### config.mk
export PLATFORM = sky130hd
export DESIGN_NAME = depth_min_max_to_gray
export DESIGN_NICKNAME = d
export VERILOG_FILES = /design/src/hw/rtl/dmg_pkg.sv /design/src/hw/rtl/depth_min_max_to_gray.sv
export SDC_FILE = /design/constraint.sdc
export NUM_CORES = 1
export LEC_CHECK = 0
export BUFFER_PORTS_ARGS = -buffer_cell sky130_fd_sc_hd__buf_2
export CAP_MARGIN = 20
export CORE_MARGIN = 4
export CORE_UTILIZATION = 30
export CTS_CLUSTER_DIAMETER = 150
export DETAILED_ROUTE_END_ITERATION = 8
export PLACE_DENSITY_LB_ADDON = 0.25
export SYNTH_ARGS = -nofsm -noshare
export SYNTH_HDL_FRONTEND = slang
export SYNTH_SLANG_ARGS = --single-unit
### constraint.sdc
create_clock -name clock -period 12 [get_ports clock]
set_clock_uncertainty 0.05 [all_clocks]
set_input_delay 3.6 -clock clock [delete_from_list [all_inputs] [get_ports clock]]
set_output_delay 3.6 -clock clock [all_outputs]
set_load 0.05 [all_outputs]
### src/hw/rtl/dmg_pkg.sv
// Shared constants and types for the depth min/max to gray normalizer.
// No dependencies; imported by depth_min_max_to_gray and its testbench.
package dmg_pkg;

   // Width of the depth sample that takes part in the arithmetic.
   localparam int SAMPLE_BITS = 16;
   // Width of the depth field on the input stream.
   localparam int DEPTH_BITS  = 16;
   // Width of the gray result and its full-scale value.
   localparam int GRAY_BITS   = 8;
   localparam logic [GRAY_BITS-1:0] GRAY_MAX = 8'd255;
   // Width of the digit counter of the serial divider.
   localparam int CNT_BITS    = $clog2(GRAY_BITS);

   // Command codes carried in the low bit of req_tuser.
   localparam logic CMD_MEASURE = 1'b0;
   localparam logic CMD_CONVERT = 1'b1;

   // Sequencer states, one-hot.
   typedef enum logic [3:0] {
      ST_IDLE  = 4'b0001,
      ST_PREP  = 4'b0010,
      ST_DIV   = 4'b0100,
      ST_WRITE = 4'b1000
   } state_type;

endpackage

### src/hw/rtl/depth_min_max_to_gray.sv
// Top level of the depth min/max to gray normalizer: range tracking,
// a bit-serial restoring divider and the output register.
// Depends on dmg_pkg.

// Two-pass normalizer for 16-bit depth frames without a frame store. A
// measure beat (cmd 0) widens the running range in the cycle it is accepted,
// or restarts it when first is set, so measure beats flow at one per cycle
// while no convert beat is in progress. A convert beat (cmd 1) holds the
// input off until its result is written, so no new beat is taken before it
// is through: the prep state forms 255*(depth-min) and the range, the
// divide state runs the restoring divider one quotient bit per cycle for
// all eight quotient bits, and the write state moves the result into the
// output register. Samples outside the measured range, and a zero range,
// skip the divider and go from prep to write. The write state waits while
// the previous result is still held by the downstream side. A new beat is
// accepted while the previous result still waits in the output register.
module depth_min_max_to_gray (
   input  logic        clock,
   input  logic        reset,
   // Input stream.
   input  logic        req_tvalid,
   output logic        req_tready,
   input  logic [15:0] req_tdata,    // [15:0] depth
   input  logic [1:0]  req_tuser,    // [0] cmd, [1] first
   input  logic        req_tlast,    // last
   // Result stream.
   output logic        rsp_tvalid,
   input  logic        rsp_tready,
   output logic [7:0]  rsp_tdata,    // [7:0] gray
   output logic [0:0]  rsp_tuser,    // [0] clipped
   output logic        rsp_tlast     // end_of_frame
);
   import dmg_pkg::*;

   localparam int NUM_BITS = SAMPLE_BITS + GRAY_BITS;

   state_type                state_ff, state_in;
   logic [SAMPLE_BITS-1:0]   low_ff, low_in;
   logic [SAMPLE_BITS-1:0]   high_ff, high_in;
   logic [SAMPLE_BITS-1:0]   sample_ff, sample_in;
   logic                     last_ff, last_in;
   logic [SAMPLE_BITS-1:0]   divisor_ff, divisor_in;
   logic [SAMPLE_BITS-1:0]   rem_ff, rem_in;
   logic [GRAY_BITS-1:0]     num_ff, num_in;
   logic [GRAY_BITS-1:0]     quot_ff, quot_in;
   logic                     clip_ff, clip_in;
   logic [CNT_BITS-1:0]      cnt_ff, cnt_in;
   logic                     out_valid_ff, out_valid_in;
   logic [GRAY_BITS-1:0]     out_gray_ff, out_gray_in;
   logic                     out_last_ff, out_last_in;
   logic                     out_clip_ff, out_clip_in;

   logic                     accept;
   logic [SAMPLE_BITS-1:0]   req_sample;
   logic [SAMPLE_BITS-1:0]   offset;
   logic [NUM_BITS-1:0]      scaled;
   logic [SAMPLE_BITS:0]     trial;
   logic                     trial_ge;

   assign req_tready = (state_ff == ST_IDLE);
   assign accept     = req_tvalid && req_tready;
   assign req_sample = req_tdata[SAMPLE_BITS-1:0];

   // Offset from the minimum and 255 times it, as (x << 8) - x.
   assign offset = sample_ff - low_ff;
   assign scaled = {offset, {GRAY_BITS{1'b0}}} - {{GRAY_BITS{1'b0}}, offset};

   // One restoring step: bring down the next numerator bit and compare.
   assign trial    = {rem_ff, num_ff[GRAY_BITS-1]};
   assign trial_ge = (trial >= {1'b0, divisor_ff});

   // Sequencer and datapath next values.
   always_comb begin
      state_in     = state_ff;
      low_in       = low_ff;
      high_in      = high_ff;
      sample_in    = sample_ff;
      last_in      = last_ff;
      divisor_in   = divisor_ff;
      rem_in       = rem_ff;
      num_in       = num_ff;
      quot_in      = quot_ff;
      clip_in      = clip_ff;
      cnt_in       = cnt_ff;
      out_valid_in = out_valid_ff;
      out_gray_in  = out_gray_ff;
      out_last_in  = out_last_ff;
      out_clip_in  = out_clip_ff;

      // The downstream side takes the waiting result.
      if (out_valid_ff && rsp_tready) begin
         out_valid_in = 1'b0;
      end

      case (state_ff)
         ST_IDLE: begin
            if (accept) begin
               if (req_tuser[0] == CMD_MEASURE) begin
                  // Measure beat: restart or widen the range.
                  if (req_tuser[1]) begin
                     low_in  = req_sample;
                     high_in = req_sample;
                  end else begin
                     if (req_sample < low_ff) begin
                        low_in = req_sample;
                     end
                     if (req_sample > high_ff) begin
                        high_in = req_sample;
                     end
                  end
               end else begin
                  sample_in = req_sample;
                  last_in   = req_tlast;
                  state_in  = ST_PREP;
               end
            end
         end
         ST_PREP: begin
            cnt_in  = '0;
            clip_in = 1'b0;
            if (sample_ff < low_ff) begin
               // Below the range saturates to black.
               quot_in  = '0;
               clip_in  = 1'b1;
               state_in = ST_WRITE;
            end else if (sample_ff > high_ff) begin
               // Above the range saturates to white.
               quot_in  = GRAY_MAX;
               clip_in  = 1'b1;
               state_in = ST_WRITE;
            end else if (high_ff == low_ff) begin
               // A zero range maps its single value to black.
               quot_in  = '0;
               state_in = ST_WRITE;
            end else begin
               // The high part of the numerator is already below the divisor.
               divisor_in = high_ff - low_ff;
               rem_in     = scaled[NUM_BITS-1:GRAY_BITS];
               num_in     = scaled[GRAY_BITS-1:0];
               quot_in    = '0;
               state_in   = ST_DIV;
            end
         end
         ST_DIV: begin
            if (trial_ge) begin
               rem_in = trial[SAMPLE_BITS-1:0] - divisor_ff;
            end else begin
               rem_in = trial[SAMPLE_BITS-1:0];
            end
            num_in  = {num_ff[GRAY_BITS-2:0], 1'b0};
            quot_in = {quot_ff[GRAY_BITS-2:0], trial_ge};
            cnt_in  = cnt_ff + 1'b1;
            if (cnt_ff == CNT_BITS'(GRAY_BITS - 1)) begin
               state_in = ST_WRITE;
            end
         end
         ST_WRITE: begin
            // Load the output register once it is free.
            if (!out_valid_ff || rsp_tready) begin
               out_valid_in = 1'b1;
               out_gray_in  = quot_ff;
               out_last_in  = last_ff;
               out_clip_in  = clip_ff;
               state_in     = ST_IDLE;
            end
         end
         default: begin
            state_in = ST_IDLE;
         end
      endcase
   end

   // Control and range registers take reset; payload registers do not.
   always_ff @(posedge clock) begin
      if (reset) begin
         state_ff     <= ST_IDLE;
         low_ff       <= '0;
         high_ff      <= '0;
         out_valid_ff <= 1'b0;
         cnt_ff       <= '0;
      end else begin
         state_ff     <= state_in;
         low_ff       <= low_in;
         high_ff      <= high_in;
         out_valid_ff <= out_valid_in;
         cnt_ff       <= cnt_in;
      end
   end

   always_ff @(posedge clock) begin
      sample_ff   <= sample_in;
      last_ff     <= last_in;
      divisor_ff  <= divisor_in;
      rem_ff      <= rem_in;
      num_ff      <= num_in;
      quot_ff     <= quot_in;
      clip_ff     <= clip_in;
      out_gray_ff <= out_gray_in;
      out_last_ff <= out_last_in;
      out_clip_ff <= out_clip_in;
   end

   // Result stream outputs.
   assign rsp_tvalid   = out_valid_ff;
   assign rsp_tdata    = out_gray_ff;
   assign rsp_tlast    = out_last_ff;
   assign rsp_tuser[0] = out_clip_ff;

endmodule

# Word level (Yosys, flattened, before mapping)
# Cells that the tools add are included.
# classes
n_mux	29
n_lt_le_gt_ge	5
addsub	5
bitwise	4
n_eq_ne	13
n_reduce_logical	14
# op_table
op	n
two-way mux 16 bit	8
subtractor 16 bit	3
two-way mux 8 bit	5
greater-than comparator 16 bit	2
less-than comparator 16 bit	2
case mux 16 bit (2 select lines)	1
case mux 8 bit (2 select lines)	2
two-way mux 4 bit	7
subtractor 24 x 16 -> 24 bit	1
AND reduction 4 bit	5
greater-or-equal comparator 17 x 16 -> 1 bit	1
equality test 16 bit	1
case mux 4 bit (4 select lines)	1
inequality test 2 bit (second input constant)	5
case mux 3 bit (2 select lines)	1
nonzero test 2 bit	3
equality test 4 x 1 -> 1 bit (second input constant)	1
equality test 4 x 2 -> 1 bit (second input constant)	1
equality test 4 x 3 -> 1 bit (second input constant)	1
equality test 4 bit (second input constant)	1
two-way mux 1 bit	4
inequality test 2 x 1 -> 1 bit (second input constant)	2
NOT 1 bit	4
adder 3 x 1 -> 3 bit (second input constant)	1
6 further kinds	7
# word_totals
input_bits	23
out_inout_bits	12
elab_cells	85
reg_bits	116

# Logic depth before layout (Yosys ltp)
# Gate-level depths: netlist (run 1).
# logic_depth
ltp_word	6
depth_mapped	19
depth_no_buf	18

# Worst setup path after synthesis (run 1)
# No wires, ideal clock.
# synth_timing
path_kind	input to register
start	input req_tdata[1]
end	register high_ff[10]
setup_slack_ns	5.746
path_buffers	2
setup_ns	0.128
required_time_ns	11.822
t_arrival_ns	6.077
stages	14
path_cell_list	ha_1 -> nor2b_1 -> o21a_1 -> o21a_1 -> o21a_1 -> o21a_1 -> o21a_1 -> o21a_1 -> o21ai_0 -> a31o_2 -> clkbuf_1 -> buf_2 -> mux2i_1 -> nor2_1
# synth_via
elab_chain_cells	3
# synth_lines
item	line	source
from (decl)	depth_min_max_to_gray.sv:23	input logic [15:0] req_tdata,
greater-than comparator 16 bit	depth_min_max_to_gray.sv:107	if (req_sample > high_ff) begin
nonzero test 2 bit (no line)	-	
AND reduction 4 bit (no line)	-	
to (signal assigned)	depth_min_max_to_gray.sv:184	high_ff <= high_in;
to (decl)	depth_min_max_to_gray.sv:39	logic [SAMPLE_BITS-1:0] high_ff, high_in;
# Every way passes these cells.
# A chain may end at the register's enable or synchronous reset.

# Worst setup path in the final report (run 1)
# layout_timing
start	input req_tdata[1]
end	register high_ff[14]
# Same word-level chain as after synthesis.

==> reports/results.ini, run 1 <==
[route]
wirelength_um=20100
routed_via_density=4.78
drc=0
routedWlPerCell_um=15.3
drt_first_pass_iters=4
via_total_after_detailed_routing=6268
initialDrtViolationCount=288
antenna_left=0

[critical_path]
setup_slack_on_the_worst_flop_to_flop_path_ns=7.61
crit_path_frequent_cell=o21a_1
cp_cell_sequence=buf_2 > ha_1 > nor2b_1 > o21a_1 > o21a_1 > o21a_1 > o21a_1 > o21a_1 > o21a_1 > o21ai_0 > a31o_2 > mux2i_1 > nor2_1
required_ns=12.23
crit_path_max_fanout=16
critPathArrivalTime_ns=6.19
crit_type=primary input to flop
critical_path_cell_with_the_highest_stage_delay=a31o_2
timing.critical_path.to_type=flop
crit_path_max_incr_delay_ns=0.58
timing.critical_path.from_type=primary input

[final_layout]
layout.cells.most_common=ha_1
insertedDiodeCount=0
final_layout_size_suffix_gt1_share_pct=10.7
num-fill-cells=2931
layout.cells.non_filler=1312
layout_common_cells=103 x ha_1, 101 x nor2_1, 77 x inv_1
finish.net_count=1050
register_area_sq_um=3080
area_delta_synth_final_pct=14.2
multi_input_comb_area_sq_um=4990

[floorplan]
core_region_area_sq_um=27800
die_w_um=176
floorplan.die.height_um=176
rows=61
boundaryPins=35
die_area_sq_um=31000
initial_core_util_pct=30.5

[synthesis]
synth_seq_cells=116
post_synth.cell_area_avg_sq_um=9.57
synth_area_sq_um=8460
seq_area_frac_synth_pct=36.4
asyncSetResetFlopFracSynth_pct=0
ys_dominant_reg_cell=edfxtp_1
synth_cell_types=77
number_of_synthesized_flops_with_an_enable_pin=76
yosysWarningCount=0
syn_inst=884
synth_fp_nets=1013

[worst_hold_path]
hold_class=flop to flop

[power_and_ir_drop]
leakage_uw=0.00389
p_seq_share_pct=27.4
comb_power_share_pct=47.2
power_density_nw_per_um2=212
power_uw=2050
clockPowerShare_pct=25.4
worst_ir_drop_vdd_mv=0.112
p_sw_uw=796
switching_fraction_of_total_power_pct=38.8
internal_power_uw=1260

[placed_design]
place_congestion=0.829
numPortBuffers=34
dp_cells=1279
detailed_placement_wirelength_estimate_um=16000
place_worst_setup_slack_ns=5.60

[sta]
timing_worst_slew_pin_value_ns=0.942
grt_setup_unrepaired=false
final.min_clock_period_ns=5.96
setup_slack_ns=6.04
total_count_of_hold_check_failures_in_the_final_report=0
timing.final.setup_violations=0
timing.max_slew.rel_slack_pct=37.2
setup_tns_ns=0
drv_slew=0
finalCritPeriodShare_pct=49.7
maxClockFrequency_ghz=0.168

[clocking]
post-cts-setup-buffer-count=0
numCtsBuffers=17
tritoncts=done
cts_max_level=4
worstSkewPairLatency_ns=0.42
clk_pin_slew_worst_paths_ns=0.06
clock_tree.root_cell=clkbuf_16
cts_sinks=116
clockBufferDepth=2
post_cts_resized=0
cts.hold.buffers_added=0

[global_routing]
grt_pass1_wl_um=33300
antenna_found_initial=0
grt_max_degree=41
grt_util_all_layers_pct=13.4
grt_overflow=0
first_global_vias=6262

[status]
status=finished clean

[job]
drv.max_cap_violation_count=0

## per-layer routing
layer | share of wire, % | GRT usage (%)
met3 | 2.6 | 2.01
met2 | 47 | 21.6
met1 | 50 | 18.8
met5 | 0 | 0
met4 | 1.1 | 3.93
## cells by family after synthesis
group / Yosys count / share of synthesized area, %
xor+xnor: 56 / 6.05
simple gates: 268 / 15.3
compound gates: 201 / 16.8
buf+inv: 97 / 4.63
mux: 40 / 4.79
fa+ha+maj: 106 / 15.9
flops: 116 / 36.4
## path summary, 6_finish.rpt
path,to,cells past startpoint,startpoint
min reg2reg,rsp_tlast$_DFFE_PP_,0,last_ff$_DFFE_PP_
max reg2reg,rem_ff[14]$_DFFE_PP_,18,low_ff[0]$_SDFFE_PP0P_
max,high_ff[14]$_SDFFE_PP0P_,13,req_tdata[1]
min,rsp_tlast$_DFFE_PP_,0,last_ff$_DFFE_PP_
## Yosys cell counts, types with 3 or more instances
| cell type | number | area share (%) |
|---|---|---|
| ha_1 | 103 | 15 |
| nor2_1 | 101 | 4.5 |
| inv_1 | 77 | 3.4 |
| edfxtp_1 | 76 | 27 |
| nand2_1 | 61 | 2.7 |
| a21oi_1 | 53 | 3.1 |
| dfxtp_1 | 40 | 9.5 |
| mux2i_1 | 36 | 4.3 |
| xnor2_1 | 36 | 3.7 |
| o21ai_0 | 30 | 1.8 |
| a21o_1 | 19 | 1.7 |
| o21a_1 | 19 | 1.7 |
| xor2_1 | 18 | 1.9 |
| nor2b_1 | 16 | 1.2 |
| nand4_1 | 14 | 1.0 |
| o21ai_1 | 14 | 0.83 |
| nand2b_1 | 13 | 0.96 |
| clkbuf_1 | 11 | 0.49 |
| nor3_1 | 9 | 0.53 |
| o211ai_1 | 9 | 0.80 |
| and3_1 | 7 | 0.52 |
| nand3_1 | 6 | 0.35 |
| nand3b_1 | 6 | 0.53 |
| a211oi_1 | 5 | 0.44 |
| nor4_1 | 5 | 0.37 |
| or3_1 | 5 | 0.37 |
| a21boi_0 | 4 | 0.35 |
| a31oi_1 | 4 | 0.30 |
| and2_1 | 4 | 0.30 |
| buf_2 | 4 | 0.24 |
| mux2_2 | 4 | 0.53 |
| or2_2 | 4 | 0.30 |
| fa_1 | 3 | 0.71 |
| o2111ai_1 | 3 | 0.31 |
| o21ai_2 | 3 | 0.31 |
| o21bai_1 | 3 | 0.27 |
| o31a_1 | 3 | 0.31 |
| o31ai_4 | 3 | 0.75 |
## per-stage QoR
step	area [sq um]	util, %	hold WS (ns)
CTS	9640	34.7	0.385
floorplan	8460	-	0.350
global route	9660	34.8	0.385
finish	9660	34.8	0.380
detailed placement	9030	32.5	0.377
global placement	9030	32.5	0.352
## worst max-delay path, delay by kind of cell
| family | cells | cell delay, ns |
|---|---|---|
| buffers and inverters | 1 | 0.13 |
| AND/OR/NAND/NOR | 2 | 0.18 |
| adder cells (fa/ha/maj) | 1 | 0.30 |
| multiplexers | 1 | 0.26 |
| AO/OA/AOI/OAI | 8 | 1.70 |
## power groups by stage
| stage | Clock, uW | Combinational [uW] | Sequential, uW |
|---|---|---|---|
| 2_1_floorplan | 0 | 755 | 569 |
| 3_3_place_gp | 0 | 964 | 570 |
| 3_5_place_dp | 0 | 972 | 571 |
| 4_1_cts | 534 | 977 | 563 |
| 5_1_grt | 555 | 1100 | 568 |
| 6_report | 521 | 969 | 563 |
## state kept, by name, indices dropped and copies added (netlist names)
register / cells
low_ff: 16
high_ff: 16
rsp_tvalid: 1
num_ff: 8
rsp_tdata: 8
cnt_ff: 3
quot_ff: 8
last_ff: 1
rsp_tuser: 1
rsp_tlast: 1
rem_ff: 16
clip_ff: 1
state_ff: 4
sample_ff: 16
divisor_ff: 16
## area by class of cell
class                   instances  share of cell area [%]
multi-input cells             671                    51.7
repair buffers                 38                    2.28
clock inverters                15                    1.85
well taps                     378                    4.89
clock buffers                  17                    4.40
flip-flops and latches        116                    31.9
inverters                      77                    2.99
Note: power is estimated with default switching activity, not from simulation.
==> run 2: changes to the inputs <==
==> constraint.sdc (replaced) <==
create_clock -name clock -period 5.84 [get_ports clock]
set_clock_uncertainty 0.05 [all_clocks]
set_input_delay 1.752 -clock clock [delete_from_list [all_inputs] [get_ports clock]]
set_output_delay 1.752 -clock clock [all_outputs]
set_load 0.05 [all_outputs]
==> run 2 against run 1 <==
Sequential share of layout area about the same. Non-clock buffer count unchanged. Total power increased by 100%. Combinational power increased by 110%. Critical path type is now flop to flop.
==> reports/results.ini, run 2 (synthesis results as in run 1) <==
[floorplan]
core_region_area_sq_um=27800  ; unchanged
rows=61  ; unchanged
floorplan.die.height_um=176  ; unchanged
initial_core_util_pct=30.5  ; unchanged
die_w_um=176  ; unchanged
boundaryPins=35  ; unchanged
die_area_sq_um=31000  ; unchanged

[global_routing]
met2_usage_pct=21.1  ; -0.45 points
grt_use_met1_pct=18.1  ; -0.75 points
first_global_vias=6290  ; +0.45%
busiest_layer=met2
grt_pass1_wl_um=32400  ; -2.6%
grt_max_degree=41  ; unchanged
grt_use_met3_pct=1.99  ; -0.021 points
grt_overflow=0  ; unchanged
grt_util_all_layers_pct=13.1  ; -0.33 points
antenna_found_initial=0  ; unchanged

[power_and_ir_drop]
comb_power_share_pct=47.5  ; +0.3 points
switching_fraction_of_total_power_pct=38.4  ; -0.40 points
p_seq_share_pct=27.6  ; +0.2 points
internal_power_uw=2580  ; +110%
power_density_nw_per_um2=433  ; +100%
leakage_uw=0.00389  ; -0.12%
p_sw_uw=1610  ; +100%
clockPowerShare_pct=24.9  ; -0.5 points
worst_ir_drop_vdd_mv=0.241  ; +120%

[critical_path]
timing.critical_path.to_type=flop
cpLargestDelayFamily=compound AO/OA/AOI/OAI gates
critical_path_cell_with_the_highest_stage_delay=dfxtp_1
timing.critical_path.from_type=flop
ff2ff_path_depth=18  ; unchanged
crit-reg2reg-launch=low_ff[1]$_SDFFE_PP0P_
crit_path_max_fanout=5  ; -11
setup_slack_on_the_worst_flop_to_flop_path_ns=1.53  ; -6.08 ns
critPathArrivalTime_ns=4.42  ; -1.77 ns
cp_cell_sequence=inv_1 > ha_1 > nand2b_1 > a211oi_4 > o21ai_2 > o31ai_4 > o31ai_4 > o21ai_0 > a21oi_1 > xor2_1 > ha_1 > nor4_1 > nand2_1 > nor2_1 > nand2_1 > nor2_2 > xnor2_1 > mux2_2
crit_type=flop to flop
required_ns=5.95  ; -6.28 ns
crit_buf_inv=1  ; unchanged
crit_path_max_incr_delay_ns=0.48  ; -0.10 ns
timing.rr.end=rem_ff[14]$_DFFE_PP_

[sta]
maxClockFrequency_ghz=0.232
final.min_clock_period_ns=4.31
grt_setup_unrepaired=false
total_count_of_hold_check_failures_in_the_final_report=0  ; unchanged
holdWs_ns=0.373  ; -0.00658 ns
timing.max_slew.rel_slack_pct=39.6  ; +2.4 points
setup_tns_ns=0  ; unchanged
finalCritPeriodShare_pct=73.9
timing.final.setup_violations=0  ; unchanged
setup_slack_ns=1.53  ; -4.51 ns
timing_worst_slew_pin_value_ns=0.906  ; -0.0363 ns
drv_slew=0  ; unchanged

[placed_design]
place_congestion=0.835  ; +0.70%
place_worst_setup_slack_ns=1.31  ; -4.28 ns
numPortBuffers=34  ; unchanged
placedInstanceArea_sq_um=9030  ; unchanged
detailed_placement_wirelength_estimate_um=15800  ; -0.81%
dp_cells=1279  ; unchanged

[route]
initialDrtViolationCount=272  ; -5.6%
drc=0  ; unchanged
wirelength_um=19600  ; -2.2%
antenna_left=0  ; unchanged
routed_via_density=4.74  ; -0.69%
drt_first_pass_iters=5  ; +1
via_total_after_detailed_routing=6225  ; -0.69%
routedWlPerCell_um=15.0  ; -2.2%

[clocking]
worstSkewPairLatency_ns=0.41  ; about the same
clockBufferDepth=2  ; unchanged
cts_max_level=4  ; unchanged
numCtsBuffers=17  ; unchanged
cts.hold.buffers_added=0  ; unchanged
clock_tree.root_cell=clkbuf_16
clk_pin_slew_worst_paths_ns=0.05  ; about the same
tritoncts=done
post_cts_resized=0  ; unchanged
cts_sinks=116  ; unchanged
post-cts-setup-buffer-count=0  ; unchanged

[final_layout]
area_delta_synth_final_pct=14.0
final_layout_size_suffix_gt1_share_pct=10.6  ; -0.11 points
layout.cells.non_filler=1312  ; unchanged
finish.instance_area_sq_um=9650  ; -0.13%
insertedDiodeCount=0  ; unchanged
layout_common_cells=103 x ha_1, 101 x nor2_1, 77 x inv_1
finish.net_count=1050  ; unchanged
layout.cells.most_common=ha_1
num-fill-cells=2907  ; -0.82%

[job]
drv.max_cap_violation_count=0  ; unchanged

[worst_hold_path]
hold_class=flop to flop
whs_endpoint=rsp_tuser$_DFFE_PP_
worst_hold_path.num_cells=0  ; unchanged
hold_path_startpoint=clip_ff$_SDFFCE_PP1P_

[status]
status=finished clean

## run 2: cell type report
class	instances	area (sq um)	share of cell area, %
multi-input cells	671	4990	51.7
flip-flops and latches	116	3080	31.9
well taps	378	473	4.90
clock buffers	19	433	4.49
inverters	77	289	2.99
repair buffers	38	220	2.28
clock inverters	13	159	1.65
## run 2: power by group through the flow
stage	combinational [uW]	clock (uW)	sequential (uW)
after floorplan	1550	0	1170
after global placement	1980	0	1170
after detailed placement	1990	0	1170
after CTS	2000	1060	1160
after global routing	2230	1100	1170
final	1990	1040	1160
## run 2: routing by layer
| metal | wire, um | part of all wire (%) |
|---|---|---|
| met1 | 9970 | 51 |
| met2 | 9000 | 46 |
| met3 | 389 | 2.0 |
| met4 | 289 | 1.5 |
| met5 | 0 | 0 |
## run 2: through the flow
stage          total power [uW]  utilization [%]
6_report                   4180             34.7
5_1_grt                    4500             34.7
4_1_cts                    4220             34.6
3_5_place_dp               3160             32.5
3_3_place_gp               3150             32.5
2_1_floorplan              2720                -
## run 2: worst max path at each step
| stage | startpoint | endpoint | slack, ns | cells after the start |
|---|---|---|---|---|
| 6_report | low_ff[1]$_SDFFE_PP0P_ | rem_ff[14]$_DFFE_PP_ | 1.53 | 18 |
| 5_1_grt | low_ff[1]$_SDFFE_PP0P_ | rem_ff[14]$_DFFE_PP_ | 1.23 | 18 |
| 4_1_cts | low_ff[0]$_SDFFE_PP0P_ | rem_ff[14]$_DFFE_PP_ | 1.50 | 18 |
| 3_5_place_dp | req_tdata[1] | high_ff[13]$_SDFFE_PP0P_ | 1.31 | 13 |
| 3_3_place_gp | req_tdata[1] | high_ff[8]$_SDFFE_PP0P_ | 1.37 | 13 |
| 2_1_floorplan | req_tdata[1] | high_ff[10]$_SDFFE_PP0P_ | 1.43 | 14 |
==> run 3: changes to the inputs <==
==> constraint.sdc (replaced) <==
create_clock -name clock -period 4.4 [get_ports clock]
set_clock_uncertainty 0.05 [all_clocks]
set_input_delay 1.32 -clock clock [delete_from_list [all_inputs] [get_ports clock]]
set_output_delay 1.32 -clock clock [all_outputs]
set_load 0.05 [all_outputs]
==> run 3 against run 2 <==
Cell count increased by 0.46%. Routed wire length increased by 5.9%. First-iteration DRC count increased by 27%. Die area unchanged. Register-to-register slack got worse by 1.3 ns. Critical path depth decreased by 1. Via count increased by 1.6%. Combinational power increased by 36%. Sequential cell count unchanged. Largest power group unchanged.
==> reports/results.ini, run 3 (synthesis results as in run 1) <==
[floorplan]
initial_core_util_pct=30.5  ; unchanged
boundaryPins=35  ; unchanged
floorplan.die.height_um=176  ; unchanged
rows=61  ; unchanged
die_w_um=176  ; unchanged
core_region_area_sq_um=27800  ; unchanged
die_area_sq_um=31000  ; unchanged

[sta]
finalCritPeriodShare_pct=95.4  ; +22 points
setup_tns_ns=0  ; unchanged
maxClockFrequency_ghz=0.238  ; +2.8%
timing.final.setup_violations=0  ; unchanged
setup_slack_ns=0.202  ; -1.32 ns
grt_setup_unrepaired=false
total_count_of_hold_check_failures_in_the_final_report=0  ; unchanged
timing.max_slew.rel_slack_pct=32.4  ; -7.2 points
drv_slew=0  ; unchanged
final.min_clock_period_ns=4.20  ; -0.115 ns
timing_worst_slew_pin_value_ns=1.01  ; +0.106 ns

[clocking]
numCtsBuffers=17  ; unchanged
post-cts-setup-buffer-count=0  ; unchanged
worstSkewPairLatency_ns=0.43  ; +0.02 ns
post_cts_resized=0  ; unchanged
clock_tree.root_cell=clkbuf_16
tritoncts=done
cts_max_level=4  ; unchanged
clockBufferDepth=2  ; unchanged
clk_pin_slew_worst_paths_ns=0.06  ; about the same
cts.hold.buffers_added=0  ; unchanged
cts_sinks=116  ; unchanged

[final_layout]
final_layout_size_suffix_gt1_share_pct=11.5  ; +0.89 points
num-fill-cells=2884  ; -0.79%
insertedDiodeCount=0  ; unchanged
finish.instance_area_sq_um=9710  ; +0.65%
layout_common_cells=103 x ha_1, 101 x nor2_1, 77 x inv_1
finish.net_count=1056  ; +0.57%
layout.cells.most_common=ha_1
area_delta_synth_final_pct=14.8

[power_and_ir_drop]
worst_ir_drop_vdd_mv=0.310  ; +29%
power_uw=5650  ; +35%
power_density_nw_per_um2=582  ; +34%
leakage_uw=0.00393  ; +0.98%

[critical_path]
timing.critical_path.from_type=flop
required_ns=4.51  ; -1.44 ns
crit_path_max_incr_delay_ns=0.40  ; -0.08 ns
cpLargestDelayFamily=compound AO/OA/AOI/OAI gates
crit-reg2reg-launch=low_ff[0]$_SDFFE_PP0P_
cp_cell_sequence=ha_1 > fa_1 > nand2b_4 > a21oi_4 > o21ai_0 > xnor2_1 > inv_1 > ha_1 > and3_1 > o211ai_1 > o31a_1 > o311ai_2 > o31ai_2 > a31oi_4 > nor2_2 > xnor2_1 > mux2_2
crit_path_max_fanout=5  ; unchanged
critPathArrivalTime_ns=4.31  ; -0.11 ns
critical_path_cell_with_the_highest_stage_delay=fa_1
timing.critical_path.depth=17  ; -1
crit_type=flop to flop
timing.critical_path.to_type=flop
crit_buf_inv=1  ; unchanged
setup.worst_path.start=low_ff[0]$_SDFFE_PP0P_
ff2ff_path_depth=17  ; -1

[placed_design]
detailed_placement_wirelength_estimate_um=16400  ; +3.7%
placedInstanceArea_sq_um=9100  ; +0.72%
numPortBuffers=34  ; unchanged
place_congestion=0.850  ; +1.7%
place_worst_setup_slack_ns=0.217  ; -1.10 ns

[route]
wirelength_um=20800  ; +5.9%
antenna_left=0  ; unchanged
routedWlPerCell_um=15.8  ; +5.4%
initialDrtViolationCount=346  ; +27%
routed_via_density=4.80  ; +1.1%
drt_first_pass_iters=6  ; +1
via_total_after_detailed_routing=6325  ; +1.6%
drc=0  ; unchanged

[global_routing]
antenna_found_initial=0  ; unchanged
first_global_vias=6436  ; +2.3%
grt_pass1_wl_um=33900  ; +4.7%
grt_overflow=0  ; unchanged
grt_max_degree=41  ; unchanged
grt_util_all_layers_pct=13.8  ; +0.73 points

[worst_hold_path]
worst_hold_path.num_cells=0  ; unchanged
hold_class=flop to flop
hold_path_startpoint=last_ff$_DFFE_PP_

[status]
status=finished clean

[job]
drv.max_cap_violation_count=0  ; unchanged

[run 3: metrics by stage]
stage          util, %  std cells  hold WS [ns]
5_1_grt           35.0       1318         0.374
3_3_place_gp      32.7       1286         0.353
4_1_cts           34.9       1318         0.368
6_report          35.0       1318         0.365
2_1_floorplan        -        884         0.350
3_5_place_dp      32.7       1286         0.356
[run 3: worst paths after layout]
check,to,slack (ns)
setup / recovery,rem_ff[14]$_DFFE_PP_,0.20
hold / removal,rsp_tlast$_DFFE_PP_,0.36
setup reg to reg,rem_ff[14]$_DFFE_PP_,0.20
hold reg to reg,rsp_tlast$_DFFE_PP_,0.36
[run 3: layout make-up]
type,count,area (sq um),area share [%]
multi-input combinational,671,5010,51.6
sequential,116,3080,31.7
tap,378,473,4.87
clock buffer,17,425,4.38
inverter,77,289,2.98
timing repair buffer,44,258,2.65
clock inverter,15,170,1.75
[run 3: routing by layer]
metal	vias to the layer above	track usage [%]	share of wire (%)
li1	3271	-	-
met1	2960	18.5	49
met2	73	23.1	47
met3	21	2.31	2.3
met4	0	4.22	1.7
met5	-	0	0
[run 3: where the power goes]
| part | switching (uW) | leakage (uW) | internal [uW] |
|---|---|---|---|
| registers | 86.0 | 0.00101 | 1450 |
| logic | 1590 | 0.00262 | 1110 |
| clock network | 560 | 0.000289 | 847 |
